`config.mk`:
```
export PLATFORM = sky130hd
export DESIGN_NAME = integer_to_ascii_formatter
export DESIGN_NICKNAME = d
export VERILOG_FILES = /design/src/hw/rtl/itoa_pkg.sv /design/src/hw/rtl/itoa_dabble.sv /design/src/hw/rtl/itoa_emit.sv /design/src/hw/rtl/integer_to_ascii_formatter.sv
export VERILOG_INCLUDE_DIRS = /design/src /design/src/hw/rtl
export SDC_FILE = /design/constraint.sdc
export NUM_CORES = 1
export LEC_CHECK = 0
export BUFFER_PORTS_ARGS = -buffer_cell sky130_fd_sc_hd__buf_4
export CAP_MARGIN = 10
export CORE_MARGIN = 2
export CORE_UTILIZATION = 27
export DETAILED_ROUTE_END_ITERATION = 8
export GPL_TIMING_DRIVEN = 1
export MAX_ROUTING_LAYER = met4
export PLACE_DENSITY = 0.45
export RECOVER_POWER = 100
export SLEW_MARGIN = 20
export SYNTH_ARGS = -nofsm -noshare
export SYNTH_HDL_FRONTEND = slang
export SYNTH_SLANG_ARGS = --single-unit
```
`constraint.sdc`:
```
create_clock -name clk -period 5.6 [get_ports clk]
set_clock_uncertainty 0.2 [all_clocks]
set_input_delay 0.28 -clock clk [delete_from_list [all_inputs] [get_ports clk]]
set_output_delay 0.28 -clock clk [all_outputs]
set_load 0.03 [all_outputs]
```
`src/hw/rtl/assert_macros.svh`:
```
// assertion macros used by the formatter top level
`ifndef ASSERT_MACROS_SVH
`define ASSERT_MACROS_SVH

// same-cycle implication, disabled during reset
`define ASSERT_IMPL(label, clk, rst_n, a, b) \
    label: assert property (@(posedge clk) disable iff (!rst_n) (a) |-> (b)) \
        else $error("assertion failed");

// next-cycle implication, disabled during reset
`define ASSERT_NEXT(label, clk, rst_n, a, b) \
    label: assert property (@(posedge clk) disable iff (!rst_n) (a) |=> (b)) \
        else $error("assertion failed");

`endif

```
`src/hw/rtl/itoa_pkg.sv`:
```
// shared types, constants and a function of the integer to ascii formatter
package itoa_pkg;

    localparam int VALUE_W    = 32;
    localparam int DIGIT_W    = 4;
    localparam int DEC_DIGITS = 10;
    localparam int HEX_DIGITS = VALUE_W / DIGIT_W;
    localparam int BCD_W      = DEC_DIGITS * DIGIT_W;
    localparam int CNT_W      = 4;
    localparam int SHIFT_W    = 6;

    localparam logic [7:0] CHAR_ZERO    = 8'h30;
    localparam logic [7:0] CHAR_LOWER_A = 8'h61;
    localparam logic [7:0] CHAR_MINUS   = 8'h2d;

    localparam logic FUNC_DEC = 1'b0;
    localparam logic FUNC_HEX = 1'b1;

    // load request from the controller into the character serializer
    typedef struct packed {
        logic              valid;
        logic [BCD_W-1:0]  digits;
        logic [CNT_W-1:0]  ndig;
        logic              neg;
    } emit_load_t;

    // status of the binary to bcd converter
    typedef struct packed {
        logic busy;
        logic done;
    } dabble_stat_t;

    // ascii code of one digit, decimal or hex
    function automatic logic [7:0] digit_char(input logic [DIGIT_W-1:0] d);
        logic [7:0] c;
        if (d < 4'd10)
            c = CHAR_ZERO + {4'd0, d};
        else
            c = CHAR_LOWER_A + {4'd0, d} - 8'd10;
        return c;
    endfunction

endpackage

```
`src/hw/rtl/itoa_dabble.sv`:
```
// bit-serial binary to bcd converter, one magnitude bit per cycle
module itoa_dabble (
    input  logic                         clk,
    input  logic                         rst_n,
    input  logic                         start,
    input  logic [itoa_pkg::VALUE_W-1:0] mag,
    output itoa_pkg::dabble_stat_t       stat,
    output logic [itoa_pkg::BCD_W-1:0]   bcd
);
    import itoa_pkg::*;

    logic [VALUE_W-1:0] sh_reg, sh_next;
    logic [BCD_W-1:0]   bcd_reg, bcd_next;
    logic [SHIFT_W-1:0] cnt_reg, cnt_next;
    logic               busy_reg, busy_next;
    logic               done_reg, done_next;
    logic [BCD_W-1:0]   adj;

    // add three to every digit of five or more
    always_comb
    begin
        for (int i = 0; i < DEC_DIGITS; i++)
        begin
            if (bcd_reg[i*DIGIT_W +: DIGIT_W] >= 4'd5)
                adj[i*DIGIT_W +: DIGIT_W] = bcd_reg[i*DIGIT_W +: DIGIT_W] + 4'd3;
            else
                adj[i*DIGIT_W +: DIGIT_W] = bcd_reg[i*DIGIT_W +: DIGIT_W];
        end
    end

    // shift sequencing
    always_comb
    begin
        sh_next   = sh_reg;
        bcd_next  = bcd_reg;
        cnt_next  = cnt_reg;
        busy_next = busy_reg;
        done_next = 1'b0;
        if (start)
        begin
            sh_next   = mag;
            bcd_next  = '0;
            cnt_next  = SHIFT_W'(VALUE_W);
            busy_next = 1'b1;
        end
        else if (busy_reg)
        begin
            bcd_next = {adj[BCD_W-2:0], sh_reg[VALUE_W-1]};
            sh_next  = {sh_reg[VALUE_W-2:0], 1'b0};
            cnt_next = cnt_reg - 1'b1;
            if (cnt_reg == SHIFT_W'(1))
            begin
                busy_next = 1'b0;
                done_next = 1'b1;
            end
        end
    end

    // control registers
    always_ff @(posedge clk or negedge rst_n)
    begin
        if (!rst_n)
        begin
            busy_reg <= 1'b0;
            done_reg <= 1'b0;
            cnt_reg  <= '0;
        end
        else
        begin
            busy_reg <= busy_next;
            done_reg <= done_next;
            cnt_reg  <= cnt_next;
        end
    end

    // data registers
    always_ff @(posedge clk)
    begin
        sh_reg  <= sh_next;
        bcd_reg <= bcd_next;
    end

    assign stat.busy = busy_reg;
    assign stat.done = done_reg;
    assign bcd       = bcd_reg;

endmodule

```
`src/hw/rtl/itoa_emit.sv`:
```
// character serializer: skips leading zeros, emits sign and digits
module itoa_emit (
    input  logic                 clk,
    input  logic                 rst_n,
    input  itoa_pkg::emit_load_t load,
    output logic                 busy,
    output logic                 out_valid,
    input  logic                 out_ready,
    output logic [7:0]           ch,
    output logic                 last
);
    import itoa_pkg::*;

    localparam logic [1:0] ST_IDLE  = 2'd0;
    localparam logic [1:0] ST_SKIP  = 2'd1;
    localparam logic [1:0] ST_SIGN  = 2'd2;
    localparam logic [1:0] ST_DIGIT = 2'd3;

    logic [1:0]       state_reg, state_next;
    logic [BCD_W-1:0] dig_reg, dig_next;
    logic [CNT_W-1:0] rem_reg, rem_next;
    logic             neg_reg, neg_next;
    logic             valid_reg, valid_next;
    logic [7:0]       ch_reg, ch_next;
    logic             last_reg, last_next;
    logic [DIGIT_W-1:0] top;
    logic             slot;

    assign top  = dig_reg[BCD_W-1 -: DIGIT_W];
    assign slot = !valid_reg || out_ready;

    // serializer state machine
    always_comb
    begin
        state_next = state_reg;
        dig_next   = dig_reg;
        rem_next   = rem_reg;
        neg_next   = neg_reg;
        valid_next = valid_reg;
        ch_next    = ch_reg;
        last_next  = last_reg;
        if (valid_reg && out_ready)
            valid_next = 1'b0;
        case (state_reg)
            ST_IDLE:
            begin
                if (load.valid)
                begin
                    dig_next   = load.digits;
                    rem_next   = load.ndig;
                    neg_next   = load.neg;
                    state_next = ST_SKIP;
                end
            end
            ST_SKIP:
            begin
                if (top == '0 && rem_reg != CNT_W'(1))
                begin
                    dig_next = {dig_reg[BCD_W-DIGIT_W-1:0], {DIGIT_W{1'b0}}};
                    rem_next = rem_reg - 1'b1;
                end
                else if (neg_reg)
                    state_next = ST_SIGN;
                else
                    state_next = ST_DIGIT;
            end
            ST_SIGN:
            begin
                if (slot)
                begin
                    valid_next = 1'b1;
                    ch_next    = CHAR_MINUS;
                    last_next  = 1'b0;
                    state_next = ST_DIGIT;
                end
            end
            ST_DIGIT:
            begin
                if (slot)
                begin
                    valid_next = 1'b1;
                    ch_next    = digit_char(top);
                    last_next  = (rem_reg == CNT_W'(1));
                    dig_next   = {dig_reg[BCD_W-DIGIT_W-1:0], {DIGIT_W{1'b0}}};
                    rem_next   = rem_reg - 1'b1;
                    if (rem_reg == CNT_W'(1))
                        state_next = ST_IDLE;
                end
            end
            default:
            begin
                state_next = ST_IDLE;
            end
        endcase
    end

    // control registers
    always_ff @(posedge clk or negedge rst_n)
    begin
        if (!rst_n)
        begin
            state_reg <= ST_IDLE;
            valid_reg <= 1'b0;
            rem_reg   <= '0;
        end
        else
        begin
            state_reg <= state_next;
            valid_reg <= valid_next;
            rem_reg   <= rem_next;
        end
    end

    // data registers
    always_ff @(posedge clk)
    begin
        dig_reg  <= dig_next;
        neg_reg  <= neg_next;
        ch_reg   <= ch_next;
        last_reg <= last_next;
    end

    assign busy      = (state_reg != ST_IDLE) || valid_reg;
    assign out_valid = valid_reg;
    assign ch        = ch_reg;
    assign last      = last_reg;

endmodule

```
`src/hw/rtl/integer_to_ascii_formatter.sv`:
```
// top level of the integer to ascii formatter
//
//  channel | signals                          | direction
//  --------+----------------------------------+----------
//  input   | in_valid, in_ready, value, func  | in
//  output  | out_valid, out_ready, ch, last   | out
//
// one value at a time; in_ready stays low until its last character is taken
// decimal: the bcd converter shifts in every magnitude bit, then loads the serializer,
// which skips up to 9 leading zeros; hex: the nibbles load the serializer at the transfer
// and up to 7 leading zeros are skipped; the characters then go out back to back
// a stalled output holds the serializer; reset clears all control state
module integer_to_ascii_formatter (
    input  logic                         clk,
    input  logic                         rst_n,
    input  logic                         in_valid,
    output logic                         in_ready,
    input  logic [itoa_pkg::VALUE_W-1:0] value,
    input  logic                         func,
    output logic                         out_valid,
    input  logic                         out_ready,
    output logic [7:0]                   ch,
    output logic                         last
);
    import itoa_pkg::*;
    `include "assert_macros.svh"

    localparam logic ST_IDLE = 1'b0;
    localparam logic ST_CONV = 1'b1;

    logic               state_reg, state_next;
    logic               neg_reg, neg_next;
    logic               in_xfer;
    logic               start;
    logic [VALUE_W-1:0] mag;
    dabble_stat_t       dstat;
    logic [BCD_W-1:0]   bcd;
    emit_load_t         load;
    logic               emit_busy;

    assign in_ready = (state_reg == ST_IDLE) && !dstat.busy && !emit_busy;
    assign in_xfer  = in_valid && in_ready;
    assign start    = in_xfer && (func == FUNC_DEC);
    assign mag      = value[VALUE_W-1] ? VALUE_W'(~value + 1'b1) : value;

    // controller: route decimal through the converter, hex straight out
    always_comb
    begin
        state_next  = state_reg;
        neg_next    = neg_reg;
        load.valid  = 1'b0;
        load.digits = {value, {(BCD_W-VALUE_W){1'b0}}};
        load.ndig   = CNT_W'(HEX_DIGITS);
        load.neg    = 1'b0;
        case (state_reg)
            ST_IDLE:
            begin
                if (in_xfer)
                begin
                    if (func == FUNC_HEX)
                        load.valid = 1'b1;
                    else
                    begin
                        neg_next   = value[VALUE_W-1];
                        state_next = ST_CONV;
                    end
                end
            end
            ST_CONV:
            begin
                load.digits = bcd;
                load.ndig   = CNT_W'(DEC_DIGITS);
                load.neg    = neg_reg;
                if (dstat.done)
                begin
                    load.valid = 1'b1;
                    state_next = ST_IDLE;
                end
            end
            default:
            begin
                state_next = ST_IDLE;
            end
        endcase
    end

    // control registers
    always_ff @(posedge clk or negedge rst_n)
    begin
        if (!rst_n)
            state_reg <= ST_IDLE;
        else
            state_reg <= state_next;
    end

    // sign of the value in conversion
    always_ff @(posedge clk)
    begin
        neg_reg <= neg_next;
    end

    itoa_dabble u_dabble (
        .clk   (clk),
        .rst_n (rst_n),
        .start (start),
        .mag   (mag),
        .stat  (dstat),
        .bcd   (bcd)
    );

    itoa_emit u_emit (
        .clk       (clk),
        .rst_n     (rst_n),
        .load      (load),
        .busy      (emit_busy),
        .out_valid (out_valid),
        .out_ready (out_ready),
        .ch        (ch),
        .last      (last)
    );

    // checks
    `ASSERT_IMPL(a_ready_no_out, clk, rst_n, in_ready, !out_valid)
    `ASSERT_NEXT(a_busy_after_in, clk, rst_n, in_valid && in_ready, !in_ready)
    `ASSERT_IMPL(a_done_in_conv, clk, rst_n, dstat.done, state_reg == ST_CONV)
    `ASSERT_NEXT(a_text_continues, clk, rst_n, out_valid && out_ready && !last, out_valid)

endmodule
```
==> results of run 1 <==
==> synth_stat cells (all sizes together), types with 8 or more instances <==
cell type / count
a21oi: 59
buf: 17
clkbuf: 23
dfrtp: 16
dfxtp: 40
edfxtp: 82
ha: 33
inv: 35
mux2i: 34
nand2: 101
nand2b: 21
nand3: 21
nor2: 67
nor3: 9
nor4: 8
o21ai: 84
o22ai: 10
o31ai: 27
xnor2: 14
xor2: 31
==> layout by cell type, fill, tap and decap left out, drive strengths merged, types with 2 or more instances in the layout <==
cell	instances
nand2b	21
dfrtp	16
xor2	31
or4	4
clkinvlp	5
or3b	2
o41ai	5
edfxtp	82
mux2i	34
a21oi	59
bufinv	2
nand4	4
ha	33
o22ai	10
o21ai	84
and2	3
clkbuf	30
nor2	67
buf	39
and3	5
clkinv	8
dfxtp	40
nor4	8
nor3	9
conb	2
nand3	21
nand2	101
nand3b	2
inv	37
nor3b	2
xnor2	14
dlygate4sd3	2
o31ai	27
==> layout make-up <==
class,instances,area [µm²]
multi-input cells,562,3420
fillers,2806,18400
clock buffers,17,425
repair buffers,54,362
inverters,37,144
well taps,341,427
flip-flops and latches,138,3670
clock inverters,15,150
==> cell families (layout without fill, tap and decap cells) <==
logic type,Yosys count,count (layout),synth area share (%)
AOI/OAI and AO/OA,194,194,14.9
adders and majority gates,33,33,5.56
DFF,138,138,49.4
buffers and inverters,77,123,4.49
and+or+nand+nor,253,253,15.5
xor gates and xnor gates,45,45,5.31
other,2,2,0.101
muxes,35,35,4.74
==> critical path, stage by stage, from the launching register on <==
cell      delay, ps
dfrtp_1         410
inv_1           170
ha_1            200
or3b_1          390
or4b_4          830
nand2_1         160
clkbuf_1       1420
==> timing repair <==
item	in CTS	in global routing
hold buffers	2	0
hold endpoints to repair	17	0
resized for setup	0	0
==> routing by layer <==
layer / vias to the layer above / track usage, %
met5: - / -
li1: 2823 / -
met4: 0 / 4.79
met3: 16 / 2.47
met1: 2595 / 16.7
met2: 56 / 21.2
==> metrics by stage <==
step,power (W),instance area (µm²),setup slack [ps]
after floorplan,0.00377,7420,2250
after global placement,0.00440,8060,2240
after detailed placement,0.00441,8060,2230
after CTS,0.00554,8650,2220
after global routing,0.00592,8590,1070
final,0.00544,8590,1360
==> power breakdown <==
part / switching, W / internal, W
combinational: 0.00135 / 0.000819
clock: 0.000457 / 0.000653
sequential: 0.000334 / 0.00183
==> how the worst max path moves through the flow <==
stage                              from                   to  slack (ps)  cells after the start
detailed placement  u_emit.state_reg[0]  u_dabble.sh_reg[26]        2230                      8
finish              u_emit.state_reg[0]  u_dabble.sh_reg[10]        1360                      6
CTS                 u_emit.state_reg[0]  u_dabble.sh_reg[26]        2220                      8
global route        u_emit.state_reg[0]  u_dabble.sh_reg[28]        1070                      6
floorplan           u_emit.state_reg[0]   u_dabble.sh_reg[0]        2250                      8
global placement    u_emit.state_reg[0]  u_dabble.sh_reg[26]        2240                      8
==> results.md, run 1 <==
* DR iter-0 viols at 388
* First drt pass iteration count at 4
* Number of max-slew violations in the final report at 68
* Count of boundary I/O pins at 48
* Number of synthesized register bits at 138
* Post-detailed-route wirelength per cell at 15.3 µm
* Non-filler cells, final at 1164
* Top-area cell type share of the netlist area at 33.2%
* Static leakage power at 3.48 nW
* Count of flip-flops with a built-in enable after synthesis at 82
* Worst skew pair latency at 430 ps
* Largest net degree at the start of global routing at 69
* Metal3 WL at 454 µm
* Hold-critical path endpoint: u_dabble.sh_reg[26]
* Worst hold start: value[26]
* Placed Cells at 1130
* Max-Cap Viols at 2
* Final worst hold slack at 22.4 ps
* Via/cell ratio at 4.72
* Worst slew margin relative to its limit at -52.7%
* Std cell rows at 60
* # port buffers at 46
* Power density cells at 633 nW/µm²
* Postcts setup bufs at 0
* Number of nets with antenna violations after routing at 0
* Worst reg2reg path startpoint: u_emit.state_reg[0]
* Via count of the routed design at 5490
* Mapped Area at 7420 µm²
* Status: finished with violations
* Hold Path Stages at 3
* Number of standard cells after synthesis at 777
* Die Area at 28800 µm²
* Setup repair after global routing missed its margin: no
* Via count of the first global-routing pass at 5344
* Avg Inst Size Synth at 9.55 µm²
* Initial antenna violation count at 0
* Die Span Y at 170 µm
* Clock tree from TritonCTS: built
* Total nets after synthesis at 847
* Setup TNS at 0 ps
* Primary FF master, synth: edfxtp_1
* Total number of H-tree levels at 4
* CTS sink cnt at 138
* Total clock buffers created by CTS at 17
* Global-route wire length before repair at 28600 µm
* Global-route congestion overflow total at 0
* CP Launch Type: flip-flop
* Maximum buffer depth of the clock tree at 2
* HPWL after detailed placement at 12100 µm
* Largest cells by area after synthesis: edfxtp_1 (33%), dfxtp_1 (11%), o21ai_0 (5.7%)
* Endpoint required time on the critical path at 5420 ps
* Core Util, Final at 31.9%
* Arrival time of the worst setup path at 4060 ps
* Number of synthesis warnings at 0
* Violated checks: max-capacitance violations, max-slew violations
* VDD IR max at 0.263 mV
* Clock Pin Slew Worst Setup and Hold Paths at 60 ps
* Number of different library cells in the post-synthesis netlist at 49
* Hold Path Class: in2reg
* Critical path type: reg2reg
* Period minus WS final at 4240 ps
* Final estimated routing congestion in global placement at 0.744
* Diodes inserted at 0
* GRT Resource Usage Total at 13.2%
* Layout overhead on the synthesized area at 15.8%
* Core footprint at 27000 µm²
* Portion of the post-synthesis area used by sequential elements at 49.4%
* Uppermost layer routed: met4
* Routed wire length on met2 at 8280 µm
* Met1 wire length at 8870 µm
* Share of layout cells above drive strength 1 at 9.23%
* Crit-path max FO at 68
* Number of nets in the layout at 880
* DRC viols at 0
* Async set-or-reset flop fraction in the synthesized netlist at 11.6%
* Setup slack of the worst register-to-register path at 1360 ps
* Highest clock frequency the design can meet at 236 MHz
* Endpoints failing setup at 0
* FF-to-FF End: u_dabble.sh_reg[10]
* Effective utilization at floorplan at 27.5%
* Final worst path period share at 75.7%
* Count of cells along the worst register-to-register path at 6
* Fin. Hold Viols at 0
* Post-synth top area cell: edfxtp_1
* Total length of routed wires at 17900 µm
* Buffer cell driving the clock tree root: clkbuf_16
* Type of element capturing the critical path: flip-flop
* Die span in x at 170 µm
* Transition time at the pin with the least slew margin at 2280 ps
(Power assumes the default switching activity.)
==> run 2, diff against run 1 <==
Settings changed: ABC_AREA set to 1, PLACE_DENSITY 0.45 to 0.46.
Clock period 5.6 ns to 3.9 ns, I/O delays scaled along.
==> run 2 against run 1 <==
Effect of this change: the run still ends with max-capacitance violations, max-slew violations left; non-clock buffer count rose by 27; final area rose by 7.0%; synthesized area rose by 3.9%; die area rose by 3.8%; highest routed layer unchanged; sequential power fell by 29%; hold slack got worse by 16 ps; total power fell by 39%; register-to-register slack got worse by 480 ps; synthesized cell count rose by 23%; critical path depth rose by 3; first-iteration DRC count rose by 6.2%.
==> results.md, run 2 <==
* Largest net degree at the start of global routing at 46 (was 69)
* Comb power frac at 5.0% (was 39.8%)
* Most frequent cells after synthesis: nand2_1 (215), o21ai_0 (142), inv_1 (117), nor2_1 (94), edfxtp_1 (82) (was nand2_1 (101), o21ai_0 (84), edfxtp_1 (82), nor2_1 (67), a21oi_1 (59))
* Worst slew margin relative to its limit at -5.91% (was -52.7%)
* DR iter-0 viols at 412 (was 388)
* Post-detailed-route wirelength per cell at 13.7 µm (was 15.3 µm)
* Global-route wire length before repair at 32400 µm (was 28600 µm)
* Number of nets in the layout at 1092 (was 880)
* Postcts setup bufs at 0 (unchanged)
* Number of nets with antenna violations after routing at 0 (unchanged)
* CP Launch Type: flip-flop (unchanged)
* Post-Place Setup Slack at 1190 ps (was 2230 ps)
* Total nets after synthesis at 1029 (was 847)
* Sw Ratio at 21.4% (was 39.3%)
* Via count of the first global-routing pass at 6402 (was 5344)
* Number of synthesis warnings at 0 (unchanged)
* Setup TNS at 0 ps (unchanged)
* Number of different library cells in the post-synthesis netlist at 39 (was 49)
* Die Span Y at 173 µm (was 170 µm)
* First drt pass iteration count at 4 (unchanged)
* Layout overhead on the synthesized area at 19.3% (was 15.8%)
* Number of standard cells after synthesis at 959 (was 777)
* Status: finished with violations (unchanged)
* Die span in x at 173 µm (was 170 µm)
* Clock Pin Slew Worst Setup and Hold Paths at 60 ps (about the same)
* Switching power total at 0.000705 W (was 0.00214 W)
* Fraction of power consumed by the clock network at 48.4% (was 20.4%)
* Buffer cell driving the clock tree root: clkbuf_16 (unchanged)
* Setup WS post-layout at 878 ps (was 1360 ps)
* Largest cells by area after synthesis: edfxtp_1 (32%), nand2_1 (10%), dfxtp_1 (10%) (was edfxtp_1 (33%), dfxtp_1 (11%), o21ai_0 (5.7%))
* Violated checks: max-capacitance violations, max-slew violations (unchanged)
* Most common cell in the netlist: nand2_1 (unchanged)
* Max-Cap Viols at 1 (was 2)
* Core footprint at 27900 µm² (was 27000 µm²)
* Primary FF master, synth: edfxtp_1 (unchanged)
* Most frequent standard cell in the layout excluding fill and tap cells: nand2_1 (unchanged)
* Mapped Area at 7710 µm² (was 7420 µm²)
* GRT Resource Usage Total at 13.8% (was 13.2%)
* Top-area cell type share of the netlist area at 31.9% (was 33.2%)
* Total clock buffers created by CTS at 17 (unchanged)
* Type of element capturing the critical path: flip-flop (unchanged)
* Static leakage power at 4.06 nW (was 3.48 nW)
* DRC viols at 0 (unchanged)
* Portion of the post-synthesis area used by sequential elements at 47.5% (was 49.4%)
* Number of synthesized register bits at 138 (unchanged)
* VDD IR max at 0.253 mV (was 0.263 mV)
* Post-synth top area cell: edfxtp_1 (unchanged)
* Arrival time of the worst setup path at 2920 ps (was 4060 ps)
* HPWL after detailed placement at 13500 µm (was 12100 µm)
* Worst skew pair latency at 420 ps (was 430 ps)
* Final worst path period share at 77.5% (was 75.7%)
* Endpoints failing setup at 0 (unchanged)
* Maximum buffer depth of the clock tree at 2 (unchanged)
* Total length of routed wires at 19400 µm (was 17900 µm)
* Global-route congestion overflow total at 0 (unchanged)
* Final estimated routing congestion in global placement at 0.791 (was 0.744)
* Total of fill cells in the finished design at 2997 (was 2806)
* Hold Path Class: in2reg (unchanged)
* Crit-path max FO at 45 (was 68)
* Std cell rows at 61 (was 60)
* # port buffers at 46 (unchanged)
* Critical path type: reg2reg (unchanged)
* Avg Inst Size Synth at 8.04 µm² (was 9.55 µm²)
* Effective utilization at floorplan at 27.6% (was 27.5%)
* Total power at 0.00330 W (was 0.00544 W)
* Share of layout cells above drive strength 1 at 7.05% (was 9.23%)
* Highest clock frequency the design can meet at 331 MHz (was 236 MHz)
* Setup repair after global routing missed its margin: no (unchanged)
* Number of gates given a new drive strength after cts at 0 (unchanged)
* Via count of the routed design at 6421 (was 5490)
* Clock tree from TritonCTS: built (unchanged)
* Cell internal pwr at 0.00259 W (was 0.00330 W)
* Transition time at the pin with the least slew margin at 1590 ps (was 2280 ps)
* Die Area at 29900 µm² (was 28800 µm²)
* Endpoint required time on the critical path at 3800 ps (was 5420 ps)
* Async set-or-reset flop fraction in the synthesized netlist at 11.6% (unchanged)
* Total number of H-tree levels at 4 (unchanged)
* Count of boundary I/O pins at 48 (unchanged)
* Leading cell types in the layout, fill and taps excluded: nand2_1 (216), o21ai_0 (142), inv_1 (119), nor2_1 (94), edfxtp_1 (82) (was nand2_1 (101), o21ai_0 (84), edfxtp_1 (82), nor2_1 (67), a21oi_1 (59))
* Share of total power in sequential cells at 46.6% (was 39.8%)
* Count of flip-flops with a built-in enable after synthesis at 82 (unchanged)
* Power density cells at 358 nW/µm² (was 633 nW/µm²)
* Number of max-slew violations in the final report at 34 (was 68)
* Diodes inserted at 0 (unchanged)
* Via/cell ratio at 4.54 (was 4.72)
* Period minus WS final at 3020 ps (was 4240 ps)
* CTS sink cnt at 138 (unchanged)
* Fin. Hold Viols at 0 (unchanged)
* Initial antenna violation count at 0 (unchanged)
run 2: cell count changes after synthesis, moves of 27 or more:
cell     delta
a21oi_1    -33
inv_1      +82
mux2i_1    -34
nand2_1   +114
nand3_1    +44
nor2_1     +27
o21ai_0    +58
run 2: logic make-up after synthesis:
| kind of cell | share of synthesized area (%) |
|---|---|
| adder cells (fa/ha/maj) | 5.36 |
| flip-flops | 47.5 |
| AND/OR/NAND/NOR | 21.6 |
| XOR/XNOR | 3.18 |
| buffers and inverters | 8.44 |
| AO/OA/AOI/OAI | 13.8 |
| other | 0.0974 |
run 2: layer usage:
metal | routed length, µm | GRT usage [%] | up-vias
met5 | 0 | - | -
met4 | 156 | 3.14 | 0
met3 | 571 | 2.88 | 14
met2 | 8920 | 22.2 | 73
met1 | 9750 | 17.9 | 3028
li1 | - | - | 3306
run 2: final timing paths:
check / start / slack [ps] / endpoint / cells after the start
worst max-delay path: u_emit.state_reg[0] / 880 / u_dabble.sh_reg[20] / 9
worst min-delay path: value[5] / 7 / u_dabble.sh_reg[5] / 3
worst max register to register: u_emit.state_reg[0] / 880 / u_dabble.sh_reg[20] / 9
worst min register to register: u_emit.rem_reg[3] / 280 / u_emit.rem_reg[3] / 2
max in group asynchronous: rst_n / 1670 / u_dabble.cnt_reg[2] / 4
min in group asynchronous: rst_n / 750 / u_emit.rem_reg[0] / 3
run 2: power groups by stage:
stage                     Combinational (W)  Sequential (W)  Clock (W)
after floorplan                   0.0000738         0.00157          0
after global placement             0.000143         0.00157          0
after detailed placement           0.000144         0.00157          0
after CTS                          0.000167         0.00153    0.00164
after global routing               0.000187         0.00153    0.00170
final                              0.000165         0.00154    0.00160
run 2: worst max-delay path, stage by stage, from the launching register on:
cell	delay [ps]
dfrtp_1	420
inv_1	200
ha_1	230
nand2_1	60
nor3_1	200
nand2_1	80
inv_1	80
nand2_1	380
nand2_2	500
buf_12	310
run 2: through the flow:
stage               hold slack, ps  std cells  utilization, %  cell area (µm²)
floorplan                     -301        959               -             7710
global placement              -123       1353            30.1             8400
detailed placement            -118       1353            30.1             8400
CTS                          0.915       1413            33.2             9260
global route                  13.1       1413            32.9             9200
finish                        6.58       1413            32.9             9200
run 2: cell type report:
class                   instances  area (µm²)  area share [%]
flip-flops and latches        138        3660            39.8
inverters                     121         459            4.99
well taps                     378         473            5.14
multi-input cells             663        3380            36.7
clock buffers                  26         522            5.67
clock inverters                 6        57.6           0.626
repair buffers                 81         646            7.02
run 2: what timing repair did:
item / 4_1_cts / 5_1_grt
hold buffers: 28 / 0
endpoints found under the hold margin: 48 / 0
setup endpoints to repair: 0 / 0
==> run 3, diff against run 2 <==
Settings changed: PLACE_DENSITY 0.46 to 0.45.
Clock period 3.9 ns to 2.85 ns, I/O delays scaled along.
==> run 3 against run 2 <==
Effect of this change: the run now ends clean; via count is 0.90% higher; hold slack better by 45 ps; sequential cell count stayed put; cell count is 0.78% higher; combinational power is 42% higher; critical path depth is 5 lower; total power is 35% higher; largest power group unchanged; highest routed layer unchanged.
==> results.md, run 3 (synthesized netlist as in run 2, its figures left out) <==
* Status: completed (was finished with violations)
* HPWL after detailed placement at 13800 µm (was 13500 µm)
* Hold Path Class: in2reg (unchanged)
* Fin. Hold Viols at 0 (unchanged)
* Arrival time of the worst setup path at 2530 ps (was 2920 ps)
* Total number of H-tree levels at 4 (unchanged)
* Register area at 3660 µm² (unchanged)
* Endpoints failing setup at 0 (unchanged)
* CP Launch Type: flip-flop (unchanged)
* Number of gates given a new drive strength after cts at 0 (unchanged)
* Diodes inserted at 0 (unchanged)
* Via count of the first global-routing pass at 6443 (was 6402)
* Std cell rows at 61 (unchanged)
* First drt pass iteration count at 4 (unchanged)
* Initial antenna violation count at 0 (unchanged)
* Maximum buffer depth of the clock tree at 2 (unchanged)
* Setup repair after global routing missed its margin: no (unchanged)
* Transition time at the pin with the least slew margin at 1410 ps (was 1590 ps)
* Area occupied by multi-input gates at 3390 µm² (was 3380 µm²)
* Via/cell ratio at 4.55 (was 4.54)
* Highest clock frequency the design can meet at 388 MHz (was 331 MHz)
* Leading cell types in the layout, fill and taps excluded: nand2_1 (216), o21ai_0 (143), inv_1 (117), nor2_1 (95), edfxtp_1 (82) (was nand2_1 (216), o21ai_0 (142), inv_1 (119), nor2_1 (94), edfxtp_1 (82))
* Buffer cell driving the clock tree root: clkbuf_16 (unchanged)
* VDD IR max at 0.336 mV (was 0.253 mV)
* Setup TNS at 0 ps (unchanged)
* Endpoint required time on the critical path at 2800 ps (was 3800 ps)
* Die span in x at 173 µm (unchanged)
* Postcts setup bufs at 0 (unchanged)
* Effective utilization at floorplan at 27.6% (unchanged)
* Clock Pin Slew Worst Setup and Hold Paths at 60 ps (about the same)
* Die Area at 29900 µm² (unchanged)
* Number of max-slew violations in the final report at 0 (was 34)
* Core footprint at 27900 µm² (unchanged)
* Layout overhead on the synthesized area at 20.7% (was 19.3%)
* Period minus WS final at 2570 ps (was 3020 ps)
* Post-detailed-route wirelength per cell at 13.9 µm (was 13.7 µm)
* GRT Resource Usage Total at 14.1% (was 13.8%)
* Setup slack of the worst register-to-register path at 280 ps (was 880 ps)
* Total power at 0.00446 W (was 0.00330 W)
* Worst skew pair latency at 420 ps (about the same)
* Number of nets with antenna violations after routing at 0 (unchanged)
* Global-route wire length before repair at 33100 µm (was 32400 µm)
* Share of layout cells above drive strength 1 at 7.65% (was 7.05%)
* Static leakage power at 4.11 nW (was 4.06 nW)
* CTS sink cnt at 138 (unchanged)
* Crit-path max FO at 46 (was 45)
* DR iter-0 viols at 399 (was 412)
* Total clock buffers created by CTS at 17 (unchanged)
* Power density cells at 479 nW/µm² (was 358 nW/µm²)
* Type of element capturing the critical path: flip-flop (unchanged)
* Critical path type: reg2reg (unchanged)
* Die Span Y at 173 µm (unchanged)
* Most frequent standard cell in the layout excluding fill and tap cells: nand2_1 (unchanged)
* Total of fill cells in the finished design at 3007 (was 2997)
* DRC viols at 0 (unchanged)
* Placement Cell Area at 8470 µm² (was 8400 µm²)
* Worst slew margin relative to its limit at 6.28% (was -5.91%)
* Final worst hold slack at 51.8 ps (was 6.58 ps)
* Final worst path period share at 90.3% (was 77.5%)
* Largest net degree at the start of global routing at 47 (was 46)
* Post-route cell area at 9310 µm² (was 9200 µm²)
* Post-cts hold buffer count at 35 (was 28)
* Max-Cap Viols at 0 (was 1)
* Number of nets in the layout at 1103 (was 1092)
* Clock tree from TritonCTS: built (unchanged)
* Via count of the routed design at 6479 (was 6421)
* Total length of routed wires at 19800 µm (was 19400 µm)
* # port buffers at 46 (unchanged)
* Final estimated routing congestion in global placement at 0.789 (was 0.791)
* Count of boundary I/O pins at 48 (unchanged)
* Global-route congestion overflow total at 0 (unchanged)
run 3: cell types whose count changed in the layout (fill, tap and decap cells not counted), moves of 2 or more:
| cell | previous run | this run |
|---|---|---|
| buf_12 | 1 | 3 |
| clkbuf_4 | 0 | 3 |
| clkinvlp_2 | 0 | 2 |
| dlygate4sd3_1 | 28 | 35 |
| inv_1 | 119 | 117 |
run 3: per-stage QoR:
stage | util [%] | setup slack, ps | std cells
final | 33.3 | 276 | 1424
after floorplan | - | 8.41 | 959
after global routing | 33.3 | 43.9 | 1424
after global placement | 30.3 | 372 | 1357
after detailed placement | 30.3 | 312 | 1357
after CTS | 33.6 | 303 | 1424
run 3: area by class of cell:
type | instances | share of cell area [%]
Clock inverter | 6 | 0.672
Inverter | 121 | 4.91
Timing Repair Buffer | 92 | 8.29
Clock buffer | 26 | 5.27
Multi-Input combinational cell | 663 | 36.4
Tap cell | 378 | 5.08
Sequential cell | 138 | 39.4
run 3: final timing paths:
check / from / endpoint / cells after the start
worst max-delay path: u_dabble.busy_reg / u_dabble.sh_reg[2] / 4
worst min-delay path: value[6] / u_emit.dig_reg[14] / 3
worst max register to register: u_dabble.busy_reg / u_dabble.sh_reg[2] / 4
worst min register to register: u_emit.rem_reg[3] / u_emit.rem_reg[3] / 2
max in group asynchronous: rst_n / state_reg / 3
min in group asynchronous: rst_n / u_dabble.cnt_reg[1] / 3
run 3: power by group:
| group | internal (W) | total [W] | switching (W) |
|---|---|---|---|
| logic | 0.000104 | 0.000235 | 0.000131 |
| clock network | 0.00128 | 0.00212 | 0.000848 |
| registers | 0.00210 | 0.00210 | 0.0000000000000000000931 |
| total | 0.00348 | 0.00446 | 0.000979 |
run 3: worst max-delay path, cell delays in order, from the launching register on:
cell and delay [ps]:
dfrtp_1 380, clkinvlp_2 90, clkbuf_1 1020, nand2_1 290, buf_12 290
run 3: routing by layer:
metal  share of wire [%]  global-route usage, %  wire length [µm]
met5                   0                      -                 0
met4                0.65                   3.95               129
met3                 3.7                   2.62               729
met2                  46                   22.2              9130
met1                  50                   18.6              9790
